`src/rtl/ostt_pkg.sv`:
```
// Package for the one-shot timer table: sizes, command and status codes, states.
// No dependencies.
package ostt_pkg;

	localparam int NUM_TIMERS = 16;
	localparam int SLOT_W = (NUM_TIMERS > 1) ? $clog2(NUM_TIMERS) : 1;
	localparam int ENTRY_W = 32 + 8 + 32 + 32;
	localparam logic [31:0] WAIT_CAP = 32'd60000;
	localparam logic [31:0] ALL_ONES = 32'hffffffff;

	localparam logic [2:0] CMD_ARM = 3'd0;
	localparam logic [2:0] CMD_DISARM = 3'd1;
	localparam logic [2:0] CMD_RESTART = 3'd2;
	localparam logic [2:0] CMD_DISCLI = 3'd3;
	localparam logic [2:0] CMD_QUERY = 3'd4;
	localparam logic [2:0] CMD_TICK = 3'd5;

	localparam logic [1:0] ST_OK = 2'd0;
	localparam logic [1:0] ST_NOTFOUND = 2'd1;
	localparam logic [1:0] ST_FULL = 2'd2;

	typedef enum logic [2:0] {
		S_IDLE,
		S_SCAN,
		S_IDSCAN,
		S_FIRE,
		S_EMIT,
		S_DONE
	} state_t;

	// Slot entry as held in the memory.
	typedef struct packed {
		logic [31:0] id;
		logic [7:0] client;
		logic [31:0] delay;
		logic [31:0] base;
	} entry_t;

endpackage

```
`src/rtl/one_shot_timer_table_core.sv`:
```
// One-shot timer table top level: sequencer, valid bits and slot memory (ostt_pkg, ostt_ram).
// A memory pass reads every slot in turn; a command's beat follows one pass after accept,
// arm adds a pass per candidate id in use, and each of a tick's expiry beats follows a further pass.
// A full-table arm or an unused code answers without a pass; busy holds through the last beat,
// so the next command is taken in the cycle after it. The receiver cannot stall beats.
// Reset clears the time, the last given id and all valid bits; memory contents stay undefined.
module one_shot_timer_table_core (
	input logic clk,
	input logic arst_n,
	input logic start,
	output logic busy,
	input logic [2:0] command,
	input logic [7:0] client_tag,
	input logic [31:0] delay_ms,
	input logic [31:0] timer_id,
	output logic strobe,
	output logic [1:0] status,
	output logic [31:0] result_id,
	output logic [7:0] fired_client,
	output logic fired,
	output logic [31:0] remaining_ms,
	output logic [15:0] least_wait_ms,
	output logic last
);
	import ostt_pkg::*;

	state_t state_q, state_d;
	logic [NUM_TIMERS-1:0] valid_q, fire_q, fire_left;
	logic [31:0] now_q, last_id_q;
	logic [2:0] cmd_q;
	logic [7:0] tag_q, best_client_q;
	logic [31:0] delay_q, id_q, cand_q, least_q, rem_q, best_id_q;
	logic [SLOT_W-1:0] raddr_q, raddr_s1, free_q, best_q, free_idx;
	logic iss_q, rd_s1, free_ok_q, hit_ok_q, clash_q, best_ok_q, free_ok;
	entry_t rdata, wdata;
	logic we;
	logic [SLOT_W-1:0] waddr;
	logic [31:0] el, rmn;
	logic expired, rd_valid, scan_end, id_hit, clash_now, fire_any, cur_better, pass_go;

	ostt_ram #(.WIDTH(ENTRY_W), .DEPTH(NUM_TIMERS)) u_ram (
		.clk(clk), .we(we), .waddr(waddr), .wdata(wdata),
		.raddr(raddr_q), .rdata(rdata)
	);

	// Elapsed and remaining time of the entry just read.
	assign el = now_q - rdata.base;
	assign expired = el >= rdata.delay;
	assign rmn = rdata.delay - el;
	assign rd_valid = rd_s1 && valid_q[raddr_s1];
	assign scan_end = rd_s1 && (raddr_s1 == SLOT_W'(NUM_TIMERS - 1));
	assign id_hit = rd_valid && (rdata.id == id_q);
	assign clash_now = clash_q || (rd_valid && (rdata.id == cand_q));
	assign fire_any = (|fire_q) || (rd_valid && expired);
	assign cur_better = rd_s1 && fire_q[raddr_s1] && (!best_ok_q || rdata.id < best_id_q);
	assign fire_left = fire_q & ~(NUM_TIMERS'(1) << best_q);

	// Lowest free slot.
	always_comb begin
		free_ok = 1'b0;
		free_idx = '0;
		for (int i = NUM_TIMERS - 1; i >= 0; i--) begin
			if (!valid_q[i]) begin
				free_ok = 1'b1;
				free_idx = SLOT_W'(i);
			end
		end
	end

	// Next state.
	always_comb begin
		state_d = state_q;
		case (state_q)
			S_IDLE: begin
				if (start) begin
					case (command)
						CMD_ARM: state_d = free_ok ? S_IDSCAN : S_DONE;
						CMD_DISARM, CMD_RESTART, CMD_DISCLI, CMD_QUERY, CMD_TICK:
							state_d = S_SCAN;
						default: state_d = S_DONE;
					endcase
				end
			end
			S_SCAN: if (scan_end) state_d = (cmd_q == CMD_TICK && fire_any) ? S_FIRE : S_DONE;
			S_IDSCAN: if (scan_end && !clash_now) state_d = S_DONE;
			S_FIRE: if (scan_end) state_d = S_EMIT;
			S_EMIT: state_d = (fire_left == '0) ? S_IDLE : S_FIRE;
			S_DONE: state_d = S_IDLE;
			default: state_d = S_IDLE;
		endcase
	end

	// A new pass over the memory starts on entering a walking state or on an id clash.
	assign pass_go = ((state_d == S_SCAN || state_d == S_IDSCAN || state_d == S_FIRE) &&
		state_d != state_q) || (state_q == S_IDSCAN && scan_end && clash_now);

	// Memory write: arm stores a new entry, restart rewrites the base.
	always_comb begin
		we = 1'b0;
		waddr = free_q;
		wdata = '{id: cand_q, client: tag_q, delay: delay_q, base: now_q};
		if (state_q == S_DONE && cmd_q == CMD_ARM && free_ok_q) we = 1'b1;
		if (state_q == S_SCAN && cmd_q == CMD_RESTART && id_hit) begin
			we = 1'b1;
			waddr = raddr_s1;
			wdata = rdata;
			wdata.base = now_q;
		end
	end

	// Output beats.
	always_comb begin
		busy = (state_q != S_IDLE);
		strobe = 1'b0;
		status = ST_OK;
		result_id = '0;
		fired_client = '0;
		fired = 1'b0;
		remaining_ms = '0;
		least_wait_ms = '0;
		last = 1'b0;
		case (state_q)
			S_EMIT: begin
				strobe = 1'b1;
				fired = 1'b1;
				result_id = best_id_q;
				fired_client = best_client_q;
				if (fire_left == '0) begin
					last = 1'b1;
					least_wait_ms = least_q[15:0];
				end
			end
			S_DONE: begin
				strobe = 1'b1;
				last = 1'b1;
				case (cmd_q)
					CMD_ARM: begin
						status = free_ok_q ? ST_OK : ST_FULL;
						result_id = free_ok_q ? cand_q : '0;
					end
					CMD_DISARM, CMD_RESTART: status = hit_ok_q ? ST_OK : ST_NOTFOUND;
					CMD_QUERY: begin
						status = hit_ok_q ? ST_OK : ST_NOTFOUND;
						remaining_ms = hit_ok_q ? rem_q : ALL_ONES;
					end
					CMD_TICK: least_wait_ms = least_q[15:0];
					default: ;
				endcase
			end
			default: ;
		endcase
	end

	// Sequencer registers, read address walk and table state.
	always_ff @(posedge clk or negedge arst_n) begin
		if (!arst_n) begin
			state_q <= S_IDLE;
			valid_q <= '0;
			fire_q <= '0;
			now_q <= '0;
			last_id_q <= '0;
			cmd_q <= '0;
			tag_q <= '0;
			delay_q <= '0;
			id_q <= '0;
			cand_q <= '0;
			least_q <= '0;
			rem_q <= '0;
			best_id_q <= '0;
			best_client_q <= '0;
			raddr_q <= '0;
			raddr_s1 <= '0;
			free_q <= '0;
			best_q <= '0;
			iss_q <= 1'b0;
			rd_s1 <= 1'b0;
			free_ok_q <= 1'b0;
			hit_ok_q <= 1'b0;
			clash_q <= 1'b0;
			best_ok_q <= 1'b0;
		end else begin
			state_q <= state_d;
			raddr_s1 <= raddr_q;
			rd_s1 <= iss_q;
			if (pass_go) begin
				iss_q <= 1'b1;
				raddr_q <= '0;
			end else if (iss_q) begin
				raddr_q <= raddr_q + SLOT_W'(1);
				iss_q <= (raddr_q != SLOT_W'(NUM_TIMERS - 1));
			end
			case (state_q)
				S_IDLE: begin
					if (start) begin
						cmd_q <= command;
						tag_q <= client_tag;
						delay_q <= delay_ms;
						id_q <= timer_id;
						free_ok_q <= free_ok;
						free_q <= free_idx;
						hit_ok_q <= 1'b0;
						best_ok_q <= 1'b0;
						clash_q <= 1'b0;
						least_q <= WAIT_CAP;
						fire_q <= '0;
						cand_q <= (last_id_q == ALL_ONES) ? 32'd1 : last_id_q + 32'd1;
						if (command == CMD_TICK) now_q <= now_q + 32'd1;
					end
				end
				S_SCAN: begin
					if (rd_valid) begin
						case (cmd_q)
							CMD_DISARM: if (id_hit) begin
								valid_q[raddr_s1] <= 1'b0;
								hit_ok_q <= 1'b1;
							end
							CMD_RESTART: if (id_hit) hit_ok_q <= 1'b1;
							CMD_QUERY: if (id_hit) begin
								hit_ok_q <= 1'b1;
								rem_q <= expired ? '0 : rmn;
							end
							CMD_DISCLI: if (rdata.client == tag_q)
								valid_q[raddr_s1] <= 1'b0;
							CMD_TICK: begin
								if (expired) fire_q[raddr_s1] <= 1'b1;
								else if (rmn < least_q) least_q <= rmn;
							end
							default: ;
						endcase
					end
				end
				S_IDSCAN: begin
					if (scan_end) begin
						clash_q <= 1'b0;
						if (clash_now)
							cand_q <= (cand_q == ALL_ONES) ? 32'd1 : cand_q + 32'd1;
					end else if (rd_valid && rdata.id == cand_q) begin
						clash_q <= 1'b1;
					end
				end
				S_FIRE: begin
					if (cur_better) begin
						best_ok_q <= 1'b1;
						best_id_q <= rdata.id;
						best_q <= raddr_s1;
						best_client_q <= rdata.client;
					end
				end
				S_EMIT: begin
					fire_q[best_q] <= 1'b0;
					valid_q[best_q] <= 1'b0;
					best_ok_q <= 1'b0;
				end
				S_DONE: begin
					if (cmd_q == CMD_ARM && free_ok_q) begin
						valid_q[free_q] <= 1'b1;
						last_id_q <= cand_q;
					end
				end
				default: ;
			endcase
		end
	end

	// Protocol checks.
	a_strobe_busy: assert property (@(posedge clk) disable iff (!arst_n) strobe |-> busy)
		else $error("result beat outside a command");
	a_last_strobe: assert property (@(posedge clk) disable iff (!arst_n) last |-> strobe)
		else $error("last without a beat");
	a_fired_ok: assert property (@(posedge clk) disable iff (!arst_n)
		fired |-> (strobe && status == ST_OK))
		else $error("fired beat malformed");
	a_least_cap: assert property (@(posedge clk) disable iff (!arst_n)
		{16'd0, least_wait_ms} <= WAIT_CAP)
		else $error("least wait above cap");
	a_emit_best: assert property (@(posedge clk) disable iff (!arst_n)
		(state_q == S_EMIT) |-> best_ok_q)
		else $error("fire beat without a winner");

endmodule

```
`src/rtl/ostt_ram.sv`:
```
// Generic single-port-write, one-read synchronous RAM with a registered read.
// No dependencies.
module ostt_ram #(
	parameter int WIDTH = 8,
	parameter int DEPTH = 16
) (
	input logic clk,
	input logic we,
	input logic [(DEPTH > 1 ? $clog2(DEPTH) : 1)-1:0] waddr,
	input logic [WIDTH-1:0] wdata,
	input logic [(DEPTH > 1 ? $clog2(DEPTH) : 1)-1:0] raddr,
	output logic [WIDTH-1:0] rdata
);

	logic [WIDTH-1:0] mem [DEPTH];

	// Write port and registered read port.
	always_ff @(posedge clk) begin
		if (we) begin
			mem[waddr] <= wdata;
		end
		rdata <= mem[raddr];
	end

endmodule
```
`config.mk`:
```
export PLATFORM = sky130hd
export DESIGN_NAME = one_shot_timer_table_core
export DESIGN_NICKNAME = d
export VERILOG_FILES = /design/src/rtl/ostt_pkg.sv /design/src/rtl/one_shot_timer_table_core.sv /design/src/rtl/ostt_ram.sv
export SDC_FILE = /design/constraint.sdc
export NUM_CORES = 2
export LEC_CHECK = 0
export BUFFER_PORTS_ARGS = -buffer_cell sky130_fd_sc_hd__buf_2
export CAP_MARGIN = 20
export CELL_PAD_IN_SITES_DETAIL_PLACEMENT = 1
export CELL_PAD_IN_SITES_GLOBAL_PLACEMENT = 1
export CORE_MARGIN = 5
export CORE_UTILIZATION = 54
export CTS_BUF_LIST = sky130_fd_sc_hd__clkbuf_16
export CTS_CLUSTER_DIAMETER = 40
export CTS_CLUSTER_SIZE = 30
export DETAILED_ROUTE_END_ITERATION = 6
export GPL_TIMING_DRIVEN = 0
export PLACE_DENSITY = 0.84
export RECOVER_POWER = 100
export SYNTH_ARGS = -nofsm -noshare
export SYNTH_HDL_FRONTEND = slang
export SYNTH_SLANG_ARGS = --single-unit
export TNS_END_PERCENT = 10
```
`constraint.sdc`:
```
create_clock -name clk -period 8.6 [get_ports clk]
set_input_delay 1.72 -clock clk [delete_from_list [all_inputs] [get_ports clk]]
set_output_delay 1.72 -clock clk [all_outputs]
set_load 0.01 [all_outputs]
```
Word level (Yosys, flattened, before mapping)
Memory sizes are Yosys's and may differ from the RTL's. A register that Yosys moved wholly into a read port is not among the register bits.
Index checks and enable logic that the tools add are counted.
{"block": "word_totals", "elab_cells": 260, "inputBits": 78, "memories": 1, "out_inout_bits": 94, "ramBits": 1664, "reg_bits": 332}
{"block": "op_classes", "n_shift": 1, "order_cmp": 9, "eq_ne": 42, "bitwise_logic": 9, "add_sub_neg": 6, "reduce_logical": 55, "mux": 113}
{"name": "u_ram.mem", "words": 16, "width": 104, "read_ports": 1, "rd_ports_with_merged_regs": 1, "wr": 1, "line_no": "ostt_ram.sv:15", "rtl": "logic [WIDTH-1:0] mem [DEPTH];"}
{"op": "32-bit two-way mux", "count": 16}
{"op": "32-bit case mux with 2 select lines", "count": 3}
{"op": "16-bit two-way mux", "count": 10}
{"op": "104-bit two-way mux", "count": 1}
{"op": "32-bit by 1-bit adder with 32-bit output (second input constant)", "count": 3}
{"op": "16-bit case mux with 3 select lines", "count": 2}
{"op": "4-bit two-way mux", "count": 19}
{"op": "16-bit bitwise AND", "count": 4}
{"op": "32-bit equality test", "count": 2}
{"op": "32-bit equality test (second input constant)", "count": 2}
{"op": "32-bit < comparator", "count": 2}
{"op": "16-bit case mux with 2 select lines", "count": 2}
{"op": "32-bit subtractor", "count": 2}
{"op": "16-bit NOT", "count": 3}
{"op": "1-bit two-way mux", "count": 38}
{"op": "32-bit >= comparator", "count": 1}
{"op": "16-bit bitwise OR", "count": 2}
{"op": "3-bit by 2-bit equality test with 1-bit output (second input constant)", "count": 8}
{"op": "1-bit logical AND", "count": 20}
{"op": "2-bit inequality test (second input constant)", "count": 10}
{"op": "3-bit equality test (second input constant)", "count": 6}
{"op": "3-bit two-way mux", "count": 6}
{"op": "16-bit logical NOT", "count": 1}
{"op": "16-bit OR reduction", "count": 1}
{"op": "other kinds (34)", "count": 71}

Depth between registers and ports, before layout
{"block": "depth", "depth_word": 26, "ltp_mapped": 35, "depth_no_buf": 34}

By module
From an unflattened synthesis, not the netlist that was laid out.
{"block": "hier_totals", "cells_unflattened": 5273, "area_unflattened_um2": 87032.2}
{"mod": "ostt_ram", "area_per_inst_um2": 64257.9, "n_inst": 1, "cells_each": 2662, "seq_area_each_um2": 52049.9}
{"mod": "one_shot_timer_table_core", "area_per_inst_um2": 22774.3, "n_inst": 1, "cells_each": 2611, "seq_area_each_um2": 8308.0}

Least setup slack after synthesis
No wires, ideal clock.
{"block": "synth_path", "path_kind": "register to register", "start": "reg raddr_s1[0]", "end": "mem u_ram.mem[9][100] (netlist bit) (enable)", "path_stages_with_launch": 11, "arrival_ps": 7025, "t_required_ps": 7997, "synth_period_minus_slack_ps": 7628, "path_slack_ps": 972, "cell_sequence": "dfrtp_1 -> buf_2 -> mux4_2 -> mux4_2 -> and2_1 -> nand2_1 -> nor2_1 -> nand3_2 -> buf_2 -> buf_2 -> o22ai_1"}
{"block": "synth_via", "elab_chain_cells": 8, "elab_cells_between_ends": 9, "cone_classes": "mux (6); reduce/logical (3)"}
{"element": "start: declaration", "line_no": "one_shot_timer_table_core.sv:33", "rtl": "logic [SLOT_W-1:0] raddr_q, raddr_s1, free_q, best_q, free_idx;"}
{"element": "start signal: assignment", "line_no": "one_shot_timer_table_core.sv:183", "rtl": "raddr_s1 <= raddr_q;"}
{"element": "1-bit binary-select mux with 4-bit select", "line_no": "one_shot_timer_table_core.sv:50", "rtl": "assign rd_valid = rd_s1 && valid_q[raddr_s1];"}
{"element": "1-bit two-way mux (implied by the code)", "line_no": "one_shot_timer_table_core.sv:50"}
{"element": "1-bit logical AND", "line_no": "one_shot_timer_table_core.sv:50"}
{"element": "1-bit logical AND", "line_no": "one_shot_timer_table_core.sv:52", "rtl": "assign id_hit = rd_valid && (rdata.id == id_q);"}
{"element": "1-bit logical AND", "line_no": "one_shot_timer_table_core.sv:103", "rtl": "if (state_q == S_SCAN && cmd_q == CMD_RESTART && id_hit) begin"}
{"element": "1-bit two-way mux", "line_no": "one_shot_timer_table_core.sv:103"}
{"element": "1-bit two-way mux", "line_no": "ostt_ram.sv:19", "rtl": "if (we) begin"}
{"element": "1-bit two-way mux (implied by the code)", "line_no": "ostt_ram.sv:20", "rtl": "mem[waddr] <= wdata;"}
{"element": "end: declaration", "line_no": "ostt_ram.sv:15"}
Parallel ways exist; a longest one is shown, timed or not. The select of a mux whose other input is x is not followed.

Worst setup path after layout
{"block": "layout_path", "start": "reg now_q[0]", "end": "reg least_q[18]"}
{"block": "layout_via", "elab_chain_cells": 7, "elab_cells_between_ends": 12, "cone_classes": "add/sub (2); order compare (2); eq/ne (2); mux (5); reduce/logical (1)"}
{"element": "start: declaration", "line_no": "one_shot_timer_table_core.sv:29", "rtl": "logic [31:0] now_q, last_id_q;"}
{"element": "start signal: assignment", "line_no": "one_shot_timer_table_core.sv:207", "rtl": "if (command == CMD_TICK) now_q <= now_q + 32'd1;"}
{"element": "32-bit subtractor (*)", "line_no": "one_shot_timer_table_core.sv:47", "rtl": "assign el = now_q - rdata.base;"}
{"element": "branches (longest 6 deep; another with 32-bit subtractor)"}
{"element": "end signal: assignment", "line_no": "one_shot_timer_table_core.sv:226", "rtl": "else if (rmn < least_q) least_q <= rmn;"}
{"element": "end: declaration", "line_no": "one_shot_timer_table_core.sv:32", "rtl": "logic [31:0] delay_q, id_q, cand_q, least_q, rem_q, best_id_q;"}
Every way passes the cells marked *. The select of a mux whose other input is x is not followed.
A chain may end at the register's enable or synchronous reset.

==> flow_metrics.tcl <==
set metrics [dict create \
    outcome "complete, but fails checks" \
    violations "max-capacitance violations, max-slew violations, negative setup slack" \
    instances_no_fill 8046 \
    regMostFlops "u_ram.mem" \
    ys_types 89 \
    synth_seq_cells 2100 \
    leakagePower_nw 35.5 \
    worstReg2RegEnd "least_q[18]$_DFFE_PN0P_" \
    drtPass1Iterations 7 \
    period_needed_ns 9.02 \
    setup_ws_ns -0.420 \
    post_drt_via_cell_ratio 7.30 \
    cts_tree "yes" \
    core_area_um2 160000 \
    grt-ovfl-total 0 \
    endpoint_kind "flip-flop" \
    place_congestion 0.923 \
    synth-seq-area-share_pct 69.6 \
    rrSetupSlack_ns -0.42 \
    setup_viol 592 \
    hold_start "raddr_q[3]$_DFFE_PN0P_" \
    die_y_um 411 \
    areaGrowthSynthToFinish_pct 17.3 \
    required_ns 9.36 \
    ys.flop_type "edfxtp_1" \
    rr_startpoint "now_q[0]$_DFFE_PN0P_" \
    startpoint "now_q[0]$_DFFE_PN0P_" \
    path_common_cell "a21oi_1" \
    register_area_um2 60400 \
    numClockSinks 2100 \
    clk_path_buf_depth 4 \
    drc_errors 0 \
    muxShareOfSynthArea_pct 15.3 \
    drive_gt1_share_pct 22.4 \
    synth-compound-area-share_pct 4.23 \
    crit_path_top_delay_cell "xnor2_1" \
    critical_path_arrival_ns 9.78 \
    crit_type "reg2reg" \
    start_util_pct 54.1 \
    place_inst 7493 \
    powerDensity_nw_per_um2 363 \
    final-max-slew-violation-count 727 \
    hold_depth 0 \
    synth_xor_area_share_pct 1.94 \
    layout_common_cells "edfxtp_1, mux4_2, nand2_1, dfrtp_1, clkbuf_1" \
    reg2regPathDepth 31 \
    first_global_vias 59300 \
    hold_buffers 0 \
    fin_crit_sh_pct 105 \
    synth_warnings 0 \
    cpPeakStageDelay_ns 0.97 \
    clkTransAtPathRegs_ns 0.07 \
    final_antenna_net_count 0 \
    nNetsFinal 5871 \
    final_common_cell "edfxtp_1" \
    worst_pin_slew_ns 4.53 \
    whs_endpoint "raddr_s1[3]$_DFF_PN0_" \
    dpl_cell_area_um2 93100 \
    fin_area_um2 102000 \
    initialDrtViolationCount 10300 \
    vias 58700 \
    synth-edff-count 1664 \
    grt_first_pass_wirelength_um 455000 \
    async_reset_ff_share_pct 15.8 \
    place_hpwl_um 187000 \
    grtUsageTotal_pct 38.0 \
    dieWidth_um 411 \
    cap_violations 45 \
    num_io_pins 172 \
    multiInputGateArea_um2 24700 \
    start_kind "flip-flop" \
    numPortBuffers 171 \
    slew_headroom_pct -202 \
    synth_top_family_by_area "multiplexers" \
    finalHoldViolations 0 \
    ir_drop_mv 0.220 \
    antenna_found_initial 25 \
    htreeDepth 5 \
    synth-adder-area-share_pct 1.91 \
    max_freq_mhz 111 \
    fillers 13800 \
    totalWireLength_um 339000 \
    avgSynthCellArea_um2 17.2 \
    root_buffer "clkbuf_16" \
    finClkSkew_ns 0.108 \
    synth_fp_nets 5245 \
    clk-insertion-delay-late_ns 1.00 \
    reg_top3 "u_ram.mem (1664), u_ram.rdata (104)" \
    rows 147 \
    yosys.area_share.simple_pct 4.93 \
    largest_reg_flops 1664 \
    netlist_instances 5036 \
    grt_max_degree 96 \
    hold_ws_ns 0.355 \
    wire_per_inst_um 42.2 \
    syn_area_um2 86700 \
    cts_buffers 282 \
    holdCritPathClass "reg2reg" \
    crit_fanout 19 \
    die_area_um2 169000 \
]
power breakdown:
| part | leakage, nW | internal, mW | total (mW) | switching [mW] |
|---|---|---|---|---|
| combinational | 10.6 | 4.14 | 11.9 | 7.73 |
| sequential | 20.2 | 12.0 | 12.8 | 0.865 |
| clock | 4.63 | 7.10 | 12.3 | 5.18 |
| total | 35.5 | 23.2 | 37.0 | 13.8 |
how the worst max path moves through the flow:
stage,to
finish,least_q[18]$_DFFE_PN0P_
global route,least_q[16]$_DFFE_PN0P_
detailed placement,least_q[17]$_DFFE_PN0P_
floorplan,u_ram.mem[9][100]$_DFFE_PP_
CTS,least_q[18]$_DFFE_PN0P_
global placement,u_ram.mem[7][52]$_DFFE_PP_
synthesized netlist by cell type, drive strengths merged (104+ instances only):
| cell type | instances | share of area, % |
|---|---|---|
| xnor2 | 134 | 1.4 |
| edfxtp | 1664 | 58 |
| clkbuf | 157 | 0.69 |
| o21ai | 174 | 1.0 |
| inv | 202 | 0.87 |
| a21oi | 175 | 1.0 |
| dfrtp | 332 | 9.6 |
| mux4 | 530 | 14 |
| nand2 | 492 | 2.1 |
| ha | 129 | 1.9 |
| dfxtp | 104 | 2.4 |
| mux2 | 115 | 1.5 |
area by class of cell:
class	instances	area share (%)
sequential	2100	59.3
multi-input combinational	2487	24.2
clock buffer	287	7.06
timing repair buffer	343	2.82
tap	2160	2.66
clock inverter	205	2.13
buffer	245	0.956
inverter	203	0.749
antenna	16	0.0394
metal layers:
| metal | wire length, um | vias up | GRT usage [%] | share of wire (%) |
|---|---|---|---|---|
| met1 | 109000 | 29500 | 47.8 | 32 |
| li1 | - | 21000 | - | - |
| met2 | 153000 | 6362 | 59.1 | 45 |
| met5 | 115 | - | 0 | 0.034 |
| met4 | 30300 | 16 | 23.5 | 8.9 |
| met3 | 46300 | 1855 | 10.4 | 14 |
worst max-delay path: cells and delay by family, from the launching register on:
| kind | cells | cell delay, ns |
|---|---|---|
| AND/OR/NAND/NOR | 5 | 0.87 |
| flip-flops | 1 | 0.56 |
| XOR/XNOR | 2 | 1.14 |
| adder cells (fa/ha/maj) | 4 | 1.42 |
| buffers and inverters | 4 | 0.92 |
| AO/OA/AOI/OAI | 16 | 3.87 |
cell families after synthesis:
| logic type | after synthesis |
|---|---|
| AND/OR/NAND/NOR | 918 |
| XOR/XNOR | 192 |
| multiplexers | 651 |
| adder cells (fa/ha/maj) | 131 |
| AO/OA/AOI/OAI | 595 |
| flip-flops | 2100 |
| buffers and inverters | 449 |
repair_timing:
action | CTS | global route
endpoints found under the setup margin | 32 | 32
pin swaps | 3 | 3
gates resized for setup | 14 | 27
buffers inserted | 4 | 2
per-stage QoR:
stage	util, %	setup TNS (ns)	power (mW)	worst slack [ns]
final	63.5	-104.91	37.0	-0.420
after CTS	64.0	0	35.6	0.00356
after global placement	56.3	-	22.2	-7.92
after floorplan	-	0	18.9	0.972
after global routing	63.5	-3.08	37.6	-0.185
after detailed placement	58.1	-26.30	22.9	-0.932
Note: power is estimated with default switching activity, not from simulation.
